==> src/kvt_pkg.sv <==
// ----------------------------------------------------------------------------
// kvt_pkg
// Shared types, codes and the control store of the key/value table unit.
// ----------------------------------------------------------------------------
package kvt_pkg;

	// input action codes
	localparam logic [1:0] ACT_INSERT = 2'd0;
	localparam logic [1:0] ACT_LOOKUP = 2'd1;
	localparam logic [1:0] ACT_ERASE  = 2'd2;

	// result status codes
	localparam logic [2:0] ST_INSERTED  = 3'd0;
	localparam logic [2:0] ST_PRESENT   = 3'd1;
	localparam logic [2:0] ST_FULL      = 3'd2;
	localparam logic [2:0] ST_FOUND     = 3'd3;
	localparam logic [2:0] ST_NOT_FOUND = 3'd4;
	localparam logic [2:0] ST_ERASED    = 3'd5;

	// control store addresses
	typedef logic [2:0] pc_t;
	localparam pc_t PC_IDLE   = 3'd0;
	localparam pc_t PC_SCAN   = 3'd1;
	localparam pc_t PC_DECIDE = 3'd2;
	localparam pc_t PC_CHKERA = 3'd3;
	localparam pc_t PC_INS_WR = 3'd4;
	localparam pc_t PC_ERA_RD = 3'd5;
	localparam pc_t PC_ERA_WR = 3'd6;
	localparam pc_t PC_FINISH = 3'd7;

	// datapath operation of one step
	typedef enum logic [2:0] {
		OP_CAPTURE = 3'd0,
		OP_SCAN    = 3'd1,
		OP_DECIDE  = 3'd2,
		OP_NONE    = 3'd3,
		OP_INS_WR  = 3'd4,
		OP_RD_LAST = 3'd5,
		OP_MOVE_WR = 3'd6,
		OP_FINISH  = 3'd7
	} op_t;

	// branch condition of one step
	typedef enum logic [2:0] {
		C_ALWAYS    = 3'd0,
		C_ACCEPT    = 3'd1,
		C_SCAN_DONE = 3'd2,
		C_INS_NEW   = 3'd3,
		C_ERA_HIT   = 3'd4,
		C_OUT_FREE  = 3'd5
	} cond_t;

	typedef struct packed {
		op_t   op;
		cond_t cond;
		pc_t   tgt_t;
		pc_t   tgt_f;
	} ctrl_word_t;

	// condition flags from the datapath
	typedef struct packed {
		logic accept;
		logic scan_done;
		logic ins_new;
		logic era_hit;
		logic out_free;
	} cond_flags_t;

	function automatic ctrl_word_t ucode_rom(pc_t pc);
		ctrl_word_t w;
		case (pc)
			PC_IDLE:   w = '{OP_CAPTURE, C_ACCEPT,    PC_SCAN,   PC_IDLE};
			PC_SCAN:   w = '{OP_SCAN,    C_SCAN_DONE, PC_DECIDE, PC_SCAN};
			PC_DECIDE: w = '{OP_DECIDE,  C_INS_NEW,   PC_INS_WR, PC_CHKERA};
			PC_CHKERA: w = '{OP_NONE,    C_ERA_HIT,   PC_ERA_RD, PC_FINISH};
			PC_INS_WR: w = '{OP_INS_WR,  C_ALWAYS,    PC_FINISH, PC_FINISH};
			PC_ERA_RD: w = '{OP_RD_LAST, C_ALWAYS,    PC_ERA_WR, PC_ERA_WR};
			PC_ERA_WR: w = '{OP_MOVE_WR, C_ALWAYS,    PC_FINISH, PC_FINISH};
			PC_FINISH: w = '{OP_FINISH,  C_OUT_FREE,  PC_IDLE,   PC_FINISH};
			default:   w = '{OP_NONE,    C_ALWAYS,    PC_IDLE,   PC_IDLE};
		endcase
		return w;
	endfunction

endpackage

==> src/kvt_ram.sv <==
// ----------------------------------------------------------------------------
// kvt_ram
// Generic single-write, single-read RAM with registered read data.
// ----------------------------------------------------------------------------
module kvt_ram #(
	parameter int WIDTH = 64,
	parameter int DEPTH = 16
) (
	input  logic                     clk,
	input  logic                     wr_en,
	input  logic [$clog2(DEPTH)-1:0] wr_addr,
	input  logic [WIDTH-1:0]         wr_data,
	input  logic [$clog2(DEPTH)-1:0] rd_addr,
	output logic [WIDTH-1:0]         rd_data
);

	logic [WIDTH-1:0] mem_q [DEPTH];
	logic [WIDTH-1:0] rd_data_q;

	always_ff @(posedge clk) begin
		if (wr_en) begin
			mem_q[wr_addr] <= wr_data;
		end
		rd_data_q <= mem_q[rd_addr];
	end

	assign rd_data = rd_data_q;

endmodule

==> src/kvt_sequencer.sv <==
// ----------------------------------------------------------------------------
// kvt_sequencer
// Step counter and control store; picks the next step from a branch flag.
// ----------------------------------------------------------------------------
module kvt_sequencer import kvt_pkg::*; (
	input  logic        clk,
	input  logic        arst_n,
	input  cond_flags_t flags,
	output ctrl_word_t  ctrl
);

	pc_t  pc_q;
	logic take;

	assign ctrl = ucode_rom(pc_q);

	always_comb begin
		case (ctrl.cond)
			C_ALWAYS:    take = 1'b1;
			C_ACCEPT:    take = flags.accept;
			C_SCAN_DONE: take = flags.scan_done;
			C_INS_NEW:   take = flags.ins_new;
			C_ERA_HIT:   take = flags.era_hit;
			C_OUT_FREE:  take = flags.out_free;
			default:     take = 1'b1;
		endcase
	end

	always_ff @(posedge clk or negedge arst_n) begin
		if (!arst_n) begin
			pc_q <= PC_IDLE;
		end else begin
			pc_q <= take ? ctrl.tgt_t : ctrl.tgt_f;
		end
	end

endmodule

==> src/key_value_table_unit.sv <==
// ----------------------------------------------------------------------------
// key_value_table_unit
// Packed table of unique keys with values; insert, lookup and erase items.
// ----------------------------------------------------------------------------
//  channel  | direction | handshake          | payload
//  ---------+-----------+--------------------+-------------------------------
//  in       | into      | in_valid/in_stall  | action, key, value
//  out      | out of    | out_valid/out_stall| status, found_value, entry_count
//
//  One item at a time. The slot scan issues one table RAM read per occupied
//  slot, stopping at a hit, and then drains the last compare; an erase hit
//  adds a read of the last entry and its move into the freed slot.
//  Reset clears the entry count and control; table RAM contents are not reset.
//  A stalled result holds in the output register; the next item is taken
//  meanwhile and waits in its final step until the register frees.
// ----------------------------------------------------------------------------
module key_value_table_unit import kvt_pkg::*; #(
	parameter int TABLE_DEPTH = 16,
	parameter int KEY_WIDTH   = 32,
	parameter int VALUE_WIDTH = 32
) (
	input  logic                             clk,
	input  logic                             arst_n,
	input  logic                             in_valid,
	output logic                             in_stall,
	input  logic [1:0]                       action,
	input  logic [KEY_WIDTH-1:0]             key,
	input  logic [VALUE_WIDTH-1:0]           value,
	output logic                             out_valid,
	input  logic                             out_stall,
	output logic [2:0]                       status,
	output logic [VALUE_WIDTH-1:0]           found_value,
	output logic [$clog2(TABLE_DEPTH+1)-1:0] entry_count
);

	localparam int AW = $clog2(TABLE_DEPTH);
	localparam int CW = $clog2(TABLE_DEPTH + 1);
	localparam int EW = KEY_WIDTH + VALUE_WIDTH;
	localparam logic [CW-1:0] DEPTH_C = CW'(TABLE_DEPTH);

	ctrl_word_t  ctrl;
	cond_flags_t flags;

	logic [1:0]             action_q;
	logic [KEY_WIDTH-1:0]   key_q;
	logic [VALUE_WIDTH-1:0] value_q;
	logic [CW-1:0]          count_q;
	logic [CW-1:0]          idx_q;
	logic                   pend_s1;
	logic [AW-1:0]          pidx_s1;
	logic                   hit_q;
	logic [AW-1:0]          slot_q;
	logic [VALUE_WIDTH-1:0] hv_q;
	logic [2:0]             res_status_q;

	logic                   out_valid_q;
	logic [2:0]             out_status_q;
	logic [VALUE_WIDTH-1:0] out_value_q;
	logic [CW-1:0]          out_count_q;

	logic                   issue;
	logic                   match;
	logic [CW-1:0]          last_idx;
	logic                   wr_en;
	logic [AW-1:0]          wr_addr;
	logic [EW-1:0]          wr_data;
	logic [AW-1:0]          rd_addr;
	logic [EW-1:0]          rd_data;

	kvt_sequencer u_seq (
		.clk    (clk),
		.arst_n (arst_n),
		.flags  (flags),
		.ctrl   (ctrl)
	);

	kvt_ram #(
		.WIDTH (EW),
		.DEPTH (TABLE_DEPTH)
	) u_table (
		.clk     (clk),
		.wr_en   (wr_en),
		.wr_addr (wr_addr),
		.wr_data (wr_data),
		.rd_addr (rd_addr),
		.rd_data (rd_data)
	);

	assign in_stall = (ctrl.op != OP_CAPTURE);

	// scan issues one read per occupied slot, compares in the next cycle
	assign issue    = (ctrl.op == OP_SCAN) && (idx_q < count_q);
	assign match    = pend_s1 && (rd_data[EW-1:VALUE_WIDTH] == key_q);
	assign last_idx = count_q - CW'(1);

	assign rd_addr = (ctrl.op == OP_RD_LAST) ? last_idx[AW-1:0] : idx_q[AW-1:0];
	assign wr_en   = (ctrl.op == OP_INS_WR) || (ctrl.op == OP_MOVE_WR);
	assign wr_addr = (ctrl.op == OP_INS_WR) ? count_q[AW-1:0] : slot_q;
	assign wr_data = (ctrl.op == OP_INS_WR) ? {key_q, value_q} : rd_data;

	assign flags.accept    = in_valid;
	assign flags.scan_done = hit_q || (!pend_s1 && !issue);
	assign flags.ins_new   = (action_q == ACT_INSERT) && !hit_q && (count_q < DEPTH_C);
	assign flags.era_hit   = (action_q == ACT_ERASE) && hit_q;
	assign flags.out_free  = !out_valid_q || !out_stall;

	always_ff @(posedge clk) begin
		if (ctrl.op == OP_CAPTURE && in_valid) begin
			action_q <= action;
			key_q    <= key;
			value_q  <= value;
		end
		if (issue) begin
			pidx_s1 <= idx_q[AW-1:0];
		end
		if (ctrl.op == OP_SCAN && match && !hit_q) begin
			slot_q <= pidx_s1;
			hv_q   <= rd_data[VALUE_WIDTH-1:0];
		end
		if (ctrl.op == OP_DECIDE) begin
			case (action_q)
				ACT_INSERT: res_status_q <= hit_q ? ST_PRESENT :
					(count_q >= DEPTH_C) ? ST_FULL : ST_INSERTED;
				ACT_LOOKUP: res_status_q <= hit_q ? ST_FOUND : ST_NOT_FOUND;
				ACT_ERASE:  res_status_q <= hit_q ? ST_ERASED : ST_NOT_FOUND;
				default:    res_status_q <= ST_NOT_FOUND;
			endcase
		end
		if (ctrl.op == OP_FINISH && flags.out_free) begin
			out_status_q <= res_status_q;
			out_value_q  <= (res_status_q == ST_FOUND) ? hv_q : '0;
			out_count_q  <= count_q;
		end
	end

	always_ff @(posedge clk or negedge arst_n) begin
		if (!arst_n) begin
			count_q     <= '0;
			idx_q       <= '0;
			pend_s1     <= 1'b0;
			hit_q       <= 1'b0;
			out_valid_q <= 1'b0;
		end else begin
			case (ctrl.op)
				OP_CAPTURE: begin
					idx_q   <= '0;
					pend_s1 <= 1'b0;
					hit_q   <= 1'b0;
				end
				OP_SCAN: begin
					pend_s1 <= issue;
					if (issue) begin
						idx_q <= idx_q + CW'(1);
					end
					if (match) begin
						hit_q <= 1'b1;
					end
				end
				OP_INS_WR:  count_q <= count_q + CW'(1);
				OP_MOVE_WR: count_q <= last_idx;
				default: ;
			endcase
			if (ctrl.op == OP_FINISH && flags.out_free) begin
				out_valid_q <= 1'b1;
			end else if (!out_stall) begin
				out_valid_q <= 1'b0;
			end
		end
	end

	assign out_valid   = out_valid_q;
	assign status      = out_status_q;
	assign found_value = out_value_q;
	assign entry_count = out_count_q;

	a_count_bound: assert property (@(posedge clk) disable iff (!arst_n)
		count_q <= DEPTH_C)
		else $error("entry count above table depth");

	a_insert_grows: assert property (@(posedge clk) disable iff (!arst_n)
		ctrl.op == OP_INS_WR |=> count_q == $past(count_q) + CW'(1))
		else $error("insert did not grow the count");

	a_move_in_range: assert property (@(posedge clk) disable iff (!arst_n)
		ctrl.op == OP_MOVE_WR |-> hit_q && ({1'b0, slot_q} < {1'b0, count_q}))
		else $error("erase move outside occupied slots");

	a_value_only_found: assert property (@(posedge clk) disable iff (!arst_n)
		out_valid && status != ST_FOUND |-> found_value == '0)
		else $error("value reported without a hit");

endmodule

==> config.mk <==
export PLATFORM = sky130hd
export DESIGN_NAME = key_value_table_unit
export DESIGN_NICKNAME = d
export VERILOG_FILES = /design/src/kvt_pkg.sv /design/src/kvt_ram.sv /design/src/kvt_sequencer.sv /design/src/key_value_table_unit.sv
export SDC_FILE = /design/constraint.sdc
export NUM_CORES = 1
export LEC_CHECK = 0
export ABC_CLOCK_PERIOD_IN_PS = 11200
export BUFFER_PORTS_ARGS = -buffer_cell sky130_fd_sc_hd__buf_2
export CORE_UTILIZATION = 50
export CTS_BUF_LIST = sky130_fd_sc_hd__clkbuf_2 sky130_fd_sc_hd__clkbuf_4 sky130_fd_sc_hd__clkbuf_8
export DETAILED_ROUTE_END_ITERATION = 12
export GPL_ROUTABILITY_DRIVEN = 0
export PLACE_DENSITY = 0.68
export SYNTH_ARGS = -nofsm -noshare
export SYNTH_HDL_FRONTEND = slang
export SYNTH_HIERARCHICAL = 1
export SYNTH_SLANG_ARGS = --single-unit
==> constraint.sdc <==
create_clock -name clk -period 11.2 [get_ports clk]
set_clock_uncertainty 0.15 [all_clocks]
set_input_delay 3.36 -clock clk [delete_from_list [all_inputs] [get_ports clk]]
set_output_delay 3.36 -clock clk [all_outputs]
set_load 0.02 [all_outputs]
==> results of run 1 <==
power breakdown:
group / internal (W) / total [W] / switching (W)
clock: 0.00208 / 0.00381 / 0.00173
sequential: 0.00631 / 0.00651 / 0.000196
combinational: 0.00161 / 0.00387 / 0.00226
total: 0.0100 / 0.0142 / 0.00418
sequential cells by signal (all words and copies together), names as in the netlist:
register / cells
action_q: 2
count_q: 5
entry_count: 5
found_value: 32
hit_q: 1
hv_q: 32
idx_q: 5
key_q: 32
out_valid: 1
pend_s1: 1
pidx_s1: 4
res_status_q: 3
slot_q: 4
status: 3
u_seq/pc_q: 3
u_table/mem_q: 1024
u_table/rd_data: 64
value_q: 32
how the worst min path moves through the flow:
| stage | endpoint | cells after the start |
|---|---|---|
| floorplan | slot_q[0]$_DFFE_PP_ | 0 |
| global placement | hv_q[18]$_DFFE_PP_ | 0 |
| detailed placement | slot_q[2]$_DFFE_PP_ | 0 |
| CTS | hv_q[0]$_DFFE_PP_ | 0 |
| global route | hv_q[21]$_DFFE_PP_ | 0 |
| finish | hv_q[21]$_DFFE_PP_ | 0 |
worst max-delay path, cell delays in order (launching register included):
cell and delay, ps:
dfrtp_1 580, nor3_1 540, inv_1 170, buf_2 200
metrics by stage:
step | hold WS (ps) | worst slack [ps] | utilization (%) | instance area, sq um
after floorplan | 250 | 4030 | - | 46600
after detailed placement | 262 | 5970 | 52.9 | 48700
after global routing | 283 | 5210 | 57.3 | 52700
after CTS | 273 | 5310 | 57.3 | 52700
after global placement | 262 | 6030 | 52.9 | 48700
final | 272 | 5340 | 57.3 | 52700
layout make-up:
class                   instances  area share [%]
diodes                          2         0.00950
clock inverters                56           0.620
clock buffers                 303            6.94
inverters                      15           0.107
repair buffers                149            1.62
flip-flops and latches       1253            70.1
well taps                    1243            2.95
multi-input cells             725            17.7
routing by layer:
| layer | wire length, um | up-vias |
|---|---|---|
| met5 | 13 | - |
| met4 | 1960 | 2 |
| met3 | 5980 | 144 |
| met2 | 47400 | 750 |
| met1 | 40600 | 11500 |
| li1 | - | 9228 |
==> reports/metrics.yaml, run 1 <==
outcome:
  outcome: "finished, final reports clean"
timing:
  hold_viol: 0
  tns_ps: 0
  setup_viol: 0
  min_period_ps: 5860
  max_freq_ghz: 0.171
  final_max_slew_viol_count: 0
  tightest_slew_ps: 1240
  rsz0062_at_grt: "no"
  final.period_utilization_pct: 52.3
  relSlewSlack_pct: 17.3
grt:
  grt_pass1_vias: 22800
  globalRouteMet3Util_pct: 4.22
  overflow: 0
  grt_pass1_wl_mm: 144
  top_usage_layer: "met2"
  antenna_found_initial: 3
  gr-usage-met1_pct: 28.4
  gr-usage-met2_pct: 33.7
  grt_use_total_pct: 20.8
  grt_max_degree: 116
cts:
  clkLatencyLatePin_ps: 850
  cts_tree: "built"
  cts.htree.levels: 4
  clock-sinks: 1253
  clkTransAtPathRegs_ps: 60
  cts_resized: 0
  cts_root_buf: "clkbuf_8"
  postCtsSetupRepairBufs: 0
  cts-buffers-inserted: 194
  postCtsHoldBufs: 0
  clock_path_buffers: 3
layout:
  layout-drive-gt1-share_pct: 33.5
  area_growth_pct: 13.0
  final_common_cell: "edfxtp_1"
  fillers: 6728
  ff_latch_area_sq_um: 36900
  multiInputGateArea_sq_um: 9310
  finalNetCount: 2418
  layoutNonFillerInstCount: 3746
  final_cell_mix: "edfxtp_1 (1173), mux4_2 (256), clkbuf_8 (221)"
setup_path:
  r2r-start: "u_seq/pc_q[2]$_DFF_PN0_"
  rr_worst_depth: 7
  startpoint_type: "flip-flop"
  worstPathArrival_ps: 2350
  end_kind: "primary output"
  cp-endpoint: "in_stall"
  r2r_slack_ps: 6360
  path_class: "flip-flop to primary output"
  crit_path_max_fanout: 17
  reg2reg_to: "u_table/mem_q[10][8]$_DFFE_PP_"
  startpoint: "u_seq/pc_q[1]$_DFF_PN0_"
  required_ps: 7690
drt:
  drt_iter0_drc: 1993
  vias_per_cell: 5.77
  drc: 0
  firstDrtPassIters: 5
  via_count: 21600
  finalWirelength_mm: 95.9
  antenna_left: 0
  routedWlPerCell_um: 25.6
flow_run:
  cap_viol_max_count: 0
hold_path:
  worstHoldPathType: "flip-flop to flip-flop"
  worstHoldStart: "u_table/rd_data[21]$_DFF_P_"
synthesis:
  synthesis.area_sq_um: 46600
  yosysWarnings: 6
  syn_avg_cell_area_sq_um: 22.3
  synth_cells: 2091
  syn-num-nets: 2171
power:
  p_leak_nw: 16.9
  peakVddDrop_v: 0.000252
  p_per_area_nw_per_um2: 269
  p_total_w: 0.0142
placement:
  dp.cells: 3385
  detailed_place_hpwl_mm: 48.2
  port_buffers: 111
floorplanning:
  rows: 111
  start_util_pct: 50.7
  io_pins: 112
  coreArea_sq_um: 91900
  die_h_um: 307
  die-area_sq_um: 94400
  fp.dieW_um: 307
(Power assumes the default switching activity.)
==> run 2: changes to the inputs <==
Settings changed: ABC_CLOCK_PERIOD_IN_PS 11200 to 4900, PLACE_DENSITY 0.68 to 0.71.
Clock period 11.2 ns to 4.9 ns, I/O delays scaled along.
==> reports/metrics.yaml, run 2 (synthesis results as in run 1) <==
placement:
  port_buffers: 111  # unchanged
  pre_cts_ws_ps: 983  # -4980 ps
  dp.cells: 3407  # +0.65%
  detailed_place_hpwl_mm: 52.4  # +8.8%
drt:
  drc: 0  # unchanged
  routedWlPerCell_um: 26.3  # +2.8%
  antenna_left: 0  # unchanged
  via_count: 22000  # +1.8%
  vias_per_cell: 5.84  # +1.1%
  firstDrtPassIters: 7  # +2
  finalWirelength_mm: 99.3  # +3.5%
  drt_iter0_drc: 2030  # +1.9%
setup_path:
  r2r_slack_ps: 910  # -5450 ps
  critical-path-max-stage-delay_ps: 770  # +190 ps
  path_class: "flip-flop to primary output"
  worstPathArrival_ps: 2720  # +370 ps
  startpoint_type: "flip-flop"
  cpMaxStageDelayCell: "nor3_1"
  end_kind: "primary output"
  crit_buf_inv: 2  # unchanged
  required_ps: 3280  # -4410 ps
  crit_family: "simple AND/OR/NAND/NOR gates"
  timing.critical_path.cells: "nor3_1 > inv_1 > buf_2"
  crit_path_max_fanout: 17  # unchanged
timing:
  hold_ws_ps: 269  # -2.87 ps
  final.period_utilization_pct: 88.5
  setup_viol: 0  # unchanged
  relSlewSlack_pct: 39.8  # +23 points
  hold_viol: 0  # unchanged
  min_period_ps: 4340
  worst_slack_ps: 562  # -4780 ps
  max_freq_ghz: 0.231
  tightest_slew_ps: 902  # -340 ps
  final_max_slew_viol_count: 0  # unchanged
  rsz0062_at_grt: "no"
layout:
  final_util_pct: 58.1  # +0.78 points
  regMostFlops: "u_table/mem_q"
  final_common_cell: "edfxtp_1"
  largest_reg_flops: 1024  # unchanged
  finalNetCount: 2440  # +0.91%
  final_cell_mix: "edfxtp_1 (1173), mux4_2 (256), clkbuf_8 (215)"
  multiInputGateArea_sq_um: 9340  # +0.32%
  area_growth_pct: 14.6
  ff_latch_area_sq_um: 36900  # unchanged
  fillers: 6458  # -4.0%
  layout-drive-gt1-share_pct: 34.0  # +0.50 points
  layoutNonFillerInstCount: 3771  # +0.67%
cts:
  cts_tree: "built"
  cts_root_buf: "clkbuf_8"
  clock-sinks: 1253  # unchanged
  clock_path_buffers: 3  # unchanged
  postCtsSetupRepairBufs: 0  # unchanged
  cts_resized: 0  # unchanged
  clkTransAtPathRegs_ps: 50  # about the same
  cts.htree.levels: 4  # unchanged
  clkLatencyLatePin_ps: 870  # +20 ps
  cts-buffers-inserted: 194  # unchanged
  postCtsHoldBufs: 0  # unchanged
floorplanning:
  rows: 111  # unchanged
  start_util_pct: 50.7  # unchanged
  die-area_sq_um: 94400  # unchanged
  fp.dieW_um: 307  # unchanged
  coreArea_sq_um: 91900  # unchanged
  die_h_um: 307  # unchanged
  io_pins: 112  # unchanged
flow_run:
  cap_viol_max_count: 0  # unchanged
power:
  peakVddDrop_v: 0.000525  # +110%
  p_per_area_nw_per_um2: 618  # +130%
  p_leak_nw: 17.1  # +1.6%
grt:
  grt_use_total_pct: 21.6  # +0.82 points
  overflow: 0  # unchanged
  grt_pass1_wl_mm: 148  # +2.8%
  antenna_found_initial: 2  # -1
  grt_max_degree: 93  # -20%
  grt_pass1_vias: 23100  # +1.4%
hold_path:
  worstHoldPathType: "flip-flop to flip-flop"
outcome:
  outcome: "finished, final reports clean"
[run 2: cell count changes in the layout (fill, tap and decap cells not counted), sizes merged]
cell      previous run  this run
clkinv              45        56
inv                 23        25
bufinv               0         7
clkinvlp             3         2
buf                149       171
clkbuf             303       287
[run 2: final timing paths]
check | start | to | cells after the start
max | u_seq/pc_q[1]$_DFF_PN0_ | in_stall | 3
min | pidx_s1[3]$_DFFE_PP_ | slot_q[3]$_DFFE_PP_ | 0
max reg2reg | u_seq/pc_q[2]$_DFF_PN0_ | u_table/mem_q[1][39]$_DFFE_PP_ | 6
min reg2reg | pidx_s1[3]$_DFFE_PP_ | slot_q[3]$_DFFE_PP_ | 0
max in group asynchronous | arst_n | u_seq/pc_q[1]$_DFF_PN0_ | 1
min in group asynchronous | arst_n | count_q[4]$_DFFE_PN0P_ | 1
[run 2: routing by layer]
layer	vias to the layer above	routed length, um	track usage (%)
met5	-	0	0
met3	196	7900	4.53
met2	991	49500	35.3
met4	0	2530	7.57
li1	9311	-	-
met1	11500	39300	28.9
[run 2: where the power goes]
group / switching, W / total (W) / internal [W]
Combinational: 0.00524 / 0.00904 / 0.00380
Clock: 0.00403 / 0.00902 / 0.00499
Sequential: 0.000480 / 0.0149 / 0.0144
[run 2: metrics by stage]
stage / power (W) / setup TNS, ps / cell area [sq um]
finish: 0.0330 / 0 / 53400
global route: 0.0344 / 0 / 53400
CTS: 0.0333 / 0 / 53400
detailed placement: 0.0242 / 0 / 49300
global placement: 0.0239 / 0 / 49300
floorplan: 0.0217 / -130080 / 46700
[run 2: final cells by class]
cell class,count,area share (%)
sequential,1253,69.1
multi-input combinational,725,17.5
tap,1243,2.91
clock inverter,75,1.16
timing repair buffer,171,2.63
clock buffer,287,6.56
inverter,15,0.105
antenna,2,0.00937
